File: src/hdl/tsq_pkg.sv
// ----------------------------------------------------------------------------
// tsq_pkg
// Types, register map and pitch helpers shared by the step sequencer files.
// ----------------------------------------------------------------------------
package tsq_pkg;

    localparam int LANES       = 8;
    localparam int LEVEL_MAX   = 12;
    localparam int THRESH_MV   = 1000;
    localparam int IN_TDATA_W  = 56;
    localparam int OUT_TDATA_W = 56;
    localparam int PADDR_W     = 5;

    localparam logic [3:0]  STEP_SETTING_RST = 4'd8;
    localparam logic [31:0] PHASE_INC_RST    = 32'd389566;

    typedef enum logic [2:0] {
        REG_ROW_ONE   = 3'd0,
        REG_ROW_TWO   = 3'd1,
        REG_ROW_THREE = 3'd2,
        REG_MODES     = 3'd3,
        REG_STEPS     = 3'd4,
        REG_PHASE_INC = 3'd5,
        REG_EXT_CLOCK = 3'd6,
        REG_NONE      = 3'd7
    } t_reg_idx;

    typedef enum logic [1:0] {
        MODE_CHROMATIC = 2'd0,
        MODE_DIATONIC  = 2'd1,
        MODE_FREE_A    = 2'd2,
        MODE_FREE_B    = 2'd3
    } t_row_mode;

    typedef struct packed {
        logic [31:0] row_one_levels;
        logic [31:0] row_two_levels;
        logic [31:0] row_three_levels;
        logic [8:0]  row_modes;
        logic [3:0]  step_setting;
        logic [31:0] phase_increment;
        logic        use_external_clock;
    } t_cfg;

    typedef struct packed {
        logic signed [14:0] steps_cv_mv;
        logic signed [14:0] reset_mv;
        logic signed [14:0] ext_clock_mv;
        logic [7:0]         gate_buttons;
        logic               reset_button;
        logic               run_button;
    } t_tick_in;

    typedef struct packed {
        logic [7:0] pattern_out;
        logic       is_running;
        logic [2:0] current_step;
        logic [9:0] row_three_pitch;
        logic [9:0] row_two_pitch;
        logic [9:0] row_one_pitch;
        logic       gate_out;
        logic [7:0] step_gates;
    } t_tick_out;

    // Schmitt trigger: assert at 1 V or more, release at 0 V or less.
    function automatic logic schmitt_next(input logic st, input logic signed [15:0] mv);
        logic res;
        if (st) begin
            res = (mv > 16'sd0);
        end else begin
            res = (mv >= 16'(THRESH_MV));
        end
        return res;
    endfunction

    function automatic logic [4:0] diatonic_semis(input logic [3:0] lvl);
        logic [4:0] res;
        unique case (lvl)
            4'd0:    res = 5'd0;
            4'd1:    res = 5'd2;
            4'd2:    res = 5'd4;
            4'd3:    res = 5'd5;
            4'd4:    res = 5'd7;
            4'd5:    res = 5'd9;
            4'd6:    res = 5'd11;
            4'd7:    res = 5'd12;
            4'd8:    res = 5'd14;
            4'd9:    res = 5'd16;
            4'd10:   res = 5'd17;
            4'd11:   res = 5'd19;
            default: res = 5'd21;
        endcase
        return res;
    endfunction

    // Pitch of one row at the given step, in 1/60 V units.
    function automatic logic [9:0] row_pitch(input logic [31:0] levels,
                                             input logic [2:0]  step,
                                             input logic [2:0]  bits);
        logic [3:0] lvl;
        logic [9:0] res;
        lvl = levels[{step, 2'b00} +: 4];
        if (lvl > 4'(LEVEL_MAX)) begin
            lvl = 4'(LEVEL_MAX);
        end
        unique case (t_row_mode'(bits[1:0]))
            MODE_CHROMATIC: res = 10'(lvl) * 10'd5;
            MODE_DIATONIC:  res = 10'(diatonic_semis(lvl)) * 10'd5;
            default:        res = bits[2] ? 10'(lvl) * 10'd60 : 10'(lvl) * 10'd6;
        endcase
        return res;
    endfunction

endpackage

File: src/hdl/tsq_cfg_regs.sv
// ----------------------------------------------------------------------------
// tsq_cfg_regs
// APB register bank: row levels, modes, step knob, phase increment, clock select.
// ----------------------------------------------------------------------------
module tsq_cfg_regs (
    input  logic                          i_clk,
    input  logic                          i_rst_n,
    input  logic                          psel,
    input  logic                          penable,
    input  logic                          pwrite,
    input  logic [tsq_pkg::PADDR_W-1:0]   paddr,
    input  logic [31:0]                   pwdata,
    output logic [31:0]                   prdata,
    output logic                          pready,
    output tsq_pkg::t_cfg                 o_cfg
);
    import tsq_pkg::*;

    t_cfg     r_cfg;
    t_reg_idx w_idx;
    logic     w_wr;

    assign pready = 1'b1;
    assign w_idx  = t_reg_idx'(paddr[PADDR_W-1:2]);
    assign w_wr   = psel & penable & pwrite & pready;
    assign o_cfg  = r_cfg;

    always_ff @(posedge i_clk) begin
        if (!i_rst_n) begin
            r_cfg.row_one_levels     <= '0;
            r_cfg.row_two_levels     <= '0;
            r_cfg.row_three_levels   <= '0;
            r_cfg.row_modes          <= '0;
            r_cfg.step_setting       <= STEP_SETTING_RST;
            r_cfg.phase_increment    <= PHASE_INC_RST;
            r_cfg.use_external_clock <= 1'b0;
        end else if (w_wr) begin
            unique case (w_idx)
                REG_ROW_ONE:   r_cfg.row_one_levels     <= pwdata;
                REG_ROW_TWO:   r_cfg.row_two_levels     <= pwdata;
                REG_ROW_THREE: r_cfg.row_three_levels   <= pwdata;
                REG_MODES:     r_cfg.row_modes          <= pwdata[8:0];
                REG_STEPS:     r_cfg.step_setting       <= pwdata[3:0];
                REG_PHASE_INC: r_cfg.phase_increment    <= pwdata;
                REG_EXT_CLOCK: r_cfg.use_external_clock <= pwdata[0];
                default: ;
            endcase
        end
    end

    always_comb begin
        unique case (w_idx)
            REG_ROW_ONE:   prdata = r_cfg.row_one_levels;
            REG_ROW_TWO:   prdata = r_cfg.row_two_levels;
            REG_ROW_THREE: prdata = r_cfg.row_three_levels;
            REG_MODES:     prdata = 32'(r_cfg.row_modes);
            REG_STEPS:     prdata = 32'(r_cfg.step_setting);
            REG_PHASE_INC: prdata = r_cfg.phase_increment;
            REG_EXT_CLOCK: prdata = 32'(r_cfg.use_external_clock);
            default:       prdata = '0;
        endcase
    end

endmodule

File: src/hdl/tsq_core.sv
// ----------------------------------------------------------------------------
// tsq_core
// Sequencer state and the one-tick update: triggers, clock, step, gates, pitch.
// ----------------------------------------------------------------------------
module tsq_core #(
    parameter int STEPS = 8
) (
    input  logic                i_clk,
    input  logic                i_rst_n,
    input  logic                i_fire,
    input  tsq_pkg::t_cfg       i_cfg,
    input  tsq_pkg::t_tick_in   i_tick,
    output tsq_pkg::t_tick_out  o_res
);
    import tsq_pkg::*;

    localparam int Lim = (STEPS < LANES) ? STEPS : LANES;

    logic [2:0]  r_step;
    logic [31:0] r_phase;
    logic        r_running;
    logic [7:0]  r_pattern;
    logic        r_run_trig;
    logic        r_rst_trig;
    logic        r_clk_trig;
    logic [7:0]  r_btn_trig;

    logic [2:0]  n_step;
    logic [31:0] n_phase;
    logic        n_running;
    logic [7:0]  n_pattern;
    logic        n_run_trig;
    logic        n_rst_trig;
    logic        n_clk_trig;
    logic [7:0]  n_btn_trig;

    logic signed [16:0] w_total;
    logic signed [15:0] w_rst_mv;
    logic [3:0]         w_count;
    logic [3:0]         w_next;
    logic [2:0]         w_adv_step;
    logic [32:0]        w_sum;
    logic               w_gate_in;
    logic               w_cur;

    // Rounded step count, clamped: count reaches k once total >= k*1000 - 500.
    assign w_total = $signed(17'(i_cfg.step_setting) * 17'd1000) + 17'(i_tick.steps_cv_mv);

    always_comb begin
        w_count = 4'd1;
        for (int k = 2; k <= LANES; k++) begin
            if (k <= Lim && w_total >= $signed(17'(k * 1000 - 500))) begin
                w_count = 4'(k);
            end
        end
    end

    assign w_next     = 4'(r_step) + 4'd1;
    assign w_adv_step = (w_next >= w_count) ? 3'd0 : w_next[2:0];
    assign w_sum      = 33'(r_phase) + 33'(i_cfg.phase_increment);
    assign w_rst_mv   = 16'(i_tick.reset_mv) + (i_tick.reset_button ? 16'(THRESH_MV) : 16'sd0);

    always_comb begin
        n_run_trig = i_tick.run_button;
        n_running  = r_running ^ (i_tick.run_button & ~r_run_trig);

        n_step     = r_step;
        n_phase    = r_phase;
        n_clk_trig = r_clk_trig;
        w_gate_in  = 1'b0;
        if (n_running) begin
            if (i_cfg.use_external_clock) begin
                n_clk_trig = schmitt_next(r_clk_trig, 16'(i_tick.ext_clock_mv));
                if (n_clk_trig && !r_clk_trig) begin
                    n_step  = w_adv_step;
                    n_phase = '0;
                end
                w_gate_in = n_clk_trig;
            end else begin
                n_phase = w_sum[31:0];
                if (w_sum[32]) begin
                    n_step  = w_adv_step;
                    n_phase = '0;
                end
                w_gate_in = ~n_phase[31];
            end
        end

        n_rst_trig = schmitt_next(r_rst_trig, w_rst_mv);
        if (n_rst_trig && !r_rst_trig) begin
            n_step  = 3'd0;
            n_phase = '0;
        end

        // Toggle a step's gate on its button's press.
        n_btn_trig = i_tick.gate_buttons;
        n_pattern  = r_pattern ^ (i_tick.gate_buttons & ~r_btn_trig);
    end

    assign w_cur = n_pattern[n_step];

    always_comb begin
        o_res.step_gates      = (n_running && w_gate_in && w_cur) ? (8'd1 << n_step) : 8'd0;
        o_res.gate_out        = w_gate_in & w_cur;
        o_res.row_one_pitch   = row_pitch(i_cfg.row_one_levels, n_step, i_cfg.row_modes[2:0]);
        o_res.row_two_pitch   = row_pitch(i_cfg.row_two_levels, n_step, i_cfg.row_modes[5:3]);
        o_res.row_three_pitch = row_pitch(i_cfg.row_three_levels, n_step,
                                          i_cfg.row_modes[8:6]);
        o_res.current_step    = n_step;
        o_res.is_running      = n_running;
        o_res.pattern_out     = n_pattern;
    end

    always_ff @(posedge i_clk) begin
        if (!i_rst_n) begin
            r_step     <= '0;
            r_phase    <= '0;
            r_running  <= 1'b1;
            r_pattern  <= '1;
            r_run_trig <= 1'b1;
            r_rst_trig <= 1'b1;
            r_clk_trig <= 1'b1;
            r_btn_trig <= '1;
        end else if (i_fire) begin
            r_step     <= n_step;
            r_phase    <= n_phase;
            r_running  <= n_running;
            r_pattern  <= n_pattern;
            r_run_trig <= n_run_trig;
            r_rst_trig <= n_rst_trig;
            r_clk_trig <= n_clk_trig;
            r_btn_trig <= n_btn_trig;
        end
    end

endmodule

File: src/hdl/three_row_step_sequencer_unit.sv
// ----------------------------------------------------------------------------
// three_row_step_sequencer_unit
// Eight-step, three-row CV/gate sequencer, one input item per sample tick.
// ----------------------------------------------------------------------------
// Each input item is one sample tick; each produces exactly one result item.
// An item is registered on entry, the state update and pitch lookup run on
// it combinationally, and the result lands in an output register, so the block
// takes one item per clock unless stalled. Flow stalls only when the output
// register is full and m_axis_tready is low. The user must write registers
// over APB only while the stream is idle; the block does not enforce this.
module three_row_step_sequencer_unit #(
    parameter int STEPS = 8
) (
    input  logic                                 i_clk,
    input  logic                                 i_rst_n,
    input  logic                                 psel,
    input  logic                                 penable,
    input  logic                                 pwrite,
    input  logic [tsq_pkg::PADDR_W-1:0]          paddr,
    input  logic [31:0]                          pwdata,
    output logic [31:0]                          prdata,
    output logic                                 pready,
    input  logic                                 s_axis_tvalid,
    output logic                                 s_axis_tready,
    // run_button, reset_button, gate_buttons[7:0], ext_clock_mv[14:0],
    // reset_mv[14:0], steps_cv_mv[14:0], zero pad
    input  logic [tsq_pkg::IN_TDATA_W-1:0]       s_axis_tdata,
    output logic                                 m_axis_tvalid,
    input  logic                                 m_axis_tready,
    // step_gates[7:0], gate_out, row_one_pitch[9:0], row_two_pitch[9:0],
    // row_three_pitch[9:0], current_step[2:0], is_running, pattern_out[7:0],
    // zero pad
    output logic [tsq_pkg::OUT_TDATA_W-1:0]      m_axis_tdata
);
    import tsq_pkg::*;

    t_cfg      w_cfg;
    t_tick_in  r_in;
    logic      r_in_valid;
    t_tick_out w_res;
    t_tick_out r_out;
    logic      r_out_valid;
    logic      w_adv;

    assign w_adv         = r_in_valid & (~r_out_valid | m_axis_tready);
    assign s_axis_tready = ~r_in_valid | w_adv;
    assign m_axis_tvalid = r_out_valid;
    assign m_axis_tdata  = OUT_TDATA_W'(r_out);

    tsq_cfg_regs u_cfg (
        .i_clk   (i_clk),
        .i_rst_n (i_rst_n),
        .psel    (psel),
        .penable (penable),
        .pwrite  (pwrite),
        .paddr   (paddr),
        .pwdata  (pwdata),
        .prdata  (prdata),
        .pready  (pready),
        .o_cfg   (w_cfg)
    );

    tsq_core #(
        .STEPS (STEPS)
    ) u_core (
        .i_clk   (i_clk),
        .i_rst_n (i_rst_n),
        .i_fire  (w_adv),
        .i_cfg   (w_cfg),
        .i_tick  (r_in),
        .o_res   (w_res)
    );

    always_ff @(posedge i_clk) begin
        if (!i_rst_n) begin
            r_in_valid  <= 1'b0;
            r_out_valid <= 1'b0;
        end else begin
            if (s_axis_tvalid && s_axis_tready) begin
                r_in_valid <= 1'b1;
            end else if (w_adv) begin
                r_in_valid <= 1'b0;
            end
            if (w_adv) begin
                r_out_valid <= 1'b1;
            end else if (m_axis_tready) begin
                r_out_valid <= 1'b0;
            end
        end
    end

    // Payload: capture on accept, hold otherwise.
    always_ff @(posedge i_clk) begin
        if (s_axis_tvalid && s_axis_tready) begin
            r_in <= t_tick_in'(s_axis_tdata[$bits(t_tick_in)-1:0]);
        end
        if (w_adv) begin
            r_out <= w_res;
        end
    end

endmodule

File: config.mk
export PLATFORM = sky130hd
export DESIGN_NAME = three_row_step_sequencer_unit
export DESIGN_NICKNAME = d
export VERILOG_FILES = /design/src/hdl/tsq_pkg.sv /design/src/hdl/tsq_cfg_regs.sv /design/src/hdl/tsq_core.sv /design/src/hdl/three_row_step_sequencer_unit.sv
export SDC_FILE = /design/constraint.sdc
export NUM_CORES = 1
export LEC_CHECK = 0
export BUFFER_PORTS_ARGS = -buffer_cell sky130_fd_sc_hd__buf_2
export CAP_MARGIN = 30
export CORE_ASPECT_RATIO = 0.75
export CORE_MARGIN = 2
export CORE_UTILIZATION = 52
export DETAILED_ROUTE_END_ITERATION = 8
export GPL_TIMING_DRIVEN = 0
export PLACE_DENSITY_LB_ADDON = 0.15
export SETUP_SLACK_MARGIN = 0.5
export SLEW_MARGIN = 20
export SYNTH_ARGS = -nofsm -noshare
export SYNTH_HDL_FRONTEND = slang
export SYNTH_HIERARCHICAL = 1
export SYNTH_SLANG_ARGS = --single-unit
File: constraint.sdc
create_clock -name i_clk -period 33.1 [get_ports i_clk]
set_clock_uncertainty 0.05 [all_clocks]
set_input_delay 3.31 -clock i_clk [delete_from_list [all_inputs] [get_ports i_clk]]
set_output_delay 3.31 -clock i_clk [all_outputs]
set_load 0.03 [all_outputs]
==> results.md <==
* Post-DR wirelength/cell at 21.33 um
* Drt first pass iters at 8
* GPL Wtd Cong at about 0.95
* Antenna fix cells at 0
* Root Driver: clkbuf_16
* Synthesis warning total at 6
* Post-CTS Setup Inserts at 0
* Clk pwr share at 42.4%
* Power share of the combinational group at between 10% and 20%
* Number of global-route vias before repair at 15,990
* Overall Global Routing Usage at 29.69%
* Final nets at 2,556
* Crit path time final at 12.83 ns
* Fin. max-slew vios at 0
* Final hold slack at 0.4190 ns
* Inst Count DP at ~2,700
* I/O pin count at 191
* Max incr delay on CP at 0.65 ns
* Post-CTS Hold Buffers at 0
* Internal power at about 0.67 mW
* Die Y at approximately 170 um
* RSZ-0062 raised after global routing: no
* Max stage delay cell, worst path: fa_1
* Die ar. at 0.03946 mm2
* CTS Buf Count at 34
* CTS resizes at 0
* Crit-path most repeated cell: inv_1
* Seq. cell area at 0.007107 mm2
* # rows at slightly above 60
* Worst-margin pin slew at 0.9298 ns
* P&R area growth vs syn at 14.02%
* Required time of the critical path at 33.33 ns
* Clk_lat worst skew at 0.53 ns
* Multi-input logic area at 0.01162 mm2
* Initial DRC Count at 1,559
* Ratio of cells with drive above 1 in the final layout at 14.74%
* Status: finished clean
* Power per cell area at 40.21 mW/mm2
* Seq pwr share at 44.5%
* Largest net degree at the start of global routing at 28
* Worst-path clk slew at 0.06 ns
* Antenna viol nets, final at 0
* H-tree levels at 2
* Final setup violation count at 0
* DR vias/cell at 5.953
* Nature of the critical path startpoint: flip-flop
* Delay-heaviest family, CP: compound AO/OA/AOI/OAI gates
* DP HPWL at 45,890 um
* CTS Sinks at 303
* Peak supply drop at about 0.029 mV
* Pwr Total at 0.9028 mW
* CTS tree: yes
* Worst Path Arrival at between 10 and 15 ns
* Floorplan die width at 228.7 um
* Initial antenna violation count at 0
* Period utilization at 38.77%
* First-pass GRT wire length at 91,710 um
* Crit path kind: flip-flop to flip-flop
* Grt total ovfl at 0
* Post-route insts no fill at 2,804
* Worst hold-check path type: flip-flop to flip-flop
* IO Port Bufs at approximately 180
* Switching share of power at 26.26%
* Residual DRC at 0
* Hold Vio Cnt, Final at 0
* Crit path buf inv count at 10
* Pleak at approximately 9.4 nW
* CTS max path bufs at 3
* Fmax at 0.07792 GHz
* TNS Setup at 0 ns
* Syn Inst Count at roughly 2,100
* Worst-path fanout max at 11
* Filler instances at 3,186
* Mapped Avg Cell Area at 9.573 um2
* Core ar. at 0.03717 mm2
* Post-Syn Area at 0.01969 mm2
* Net load switching power at 0.2371 mW
* Max-cap violation count at 0
* Via count at between 15,000 and 20,000
* Max_slew headroom at between 30% and 40%
* Final wirelength at 59,810 um
* Starting Density at a little over half
* Worst setup EP type: flip-flop
==> tightest hold or removal path, cell delays in order (launching register included) <==
cell and delay (ns):
dfxtp_1 0.33, nand2_1 0.05, o21ai_0 0.06
==> through the flow <==
stage	cell area, um2	utilization [%]	setup slack [ns]
after global placement	21230	57.11	20.56
final	22450	60.40	20.27
after CTS	22450	60.40	20.41
after global routing	22450	60.40	19.38
after detailed placement	21340	57.42	20.46
after floorplan	19710	-	22.09
==> per-layer routing <==
| layer | GRT usage, % | wire (um) | vias up |
|---|---|---|---|
| met5 | 0 | 0 | - |
| met4 | 9.341 | 1770 | 0 |
| met3 | 6.001 | 5012 | 102 |
| met2 | 45.49 | 25920 | 753 |
| met1 | 42.06 | 27110 | 7970 |
| li1 | - | - | 7868 |
==> power groups by stage <==
stage	sequential [mW]	combinational, mW	clock [mW]
final	0.402	0.118	0.383
after global routing	0.403	0.128	0.403
after CTS	0.402	0.116	0.388
after detailed placement	0.410	0.116	0
after global placement	0.410	0.111	0
after floorplan	0.412	0.0766	0
==> flip-flops by register name (all words and copies together), names as in the netlist, 3 cells and up <==
register	flops
m_axis_tdata	51
u_core/r_step	3
r_in	53
u_core/r_btn_trig	8
u_core/r_phase	32
u_core/r_pattern	8
u_cfg/o_cfg	142
==> placed cells by master (no fill, tap or decap), types with 40 or more instances in the layout <==
master	instances
edfxtp_1	104
dfxtp_1	199
xnor2_1	43
nor2b_1	48
nor2_1	74
a21oi_1	100
inv_1	100
nand2_1	262
mux2i_1	214
clkbuf_1	63
o21ai_0	105
xor2_1	40
ha_1	147
buf_2	199
==> layout make-up <==
cell class | count | share of cell area [%]
Buffer | 108 | 2.675
Inverter | 105 | 1.755
Sequential cell | 303 | 31.65
Tap cell | 504 | 2.809
Clock buffer | 47 | 4.475
Clock inverter | 10 | 0.4681
Timing Repair Buffer | 182 | 4.391
Multi-Input combinational cell | 1545 | 51.77
==> worst paths after layout <==
kind	from	endpoint	slack [ns]	depth (start not counted)
hold / removal	u_core/r_phase[30]$_SDFFE_PN0P_	u_core/r_phase[30]$_SDFFE_PN0P_	0.42	2
setup reg to reg	u_cfg/o_cfg[34]$_SDFFE_PN0P_	m_axis_tdata[18]$_DFFE_PP_	20.27	48
setup / recovery	u_cfg/o_cfg[34]$_SDFFE_PN0P_	m_axis_tdata[18]$_DFFE_PP_	20.27	48
hold reg to reg	u_core/r_phase[30]$_SDFFE_PN0P_	u_core/r_phase[30]$_SDFFE_PN0P_	0.42	2
Power figures use the tool's default switching activity.
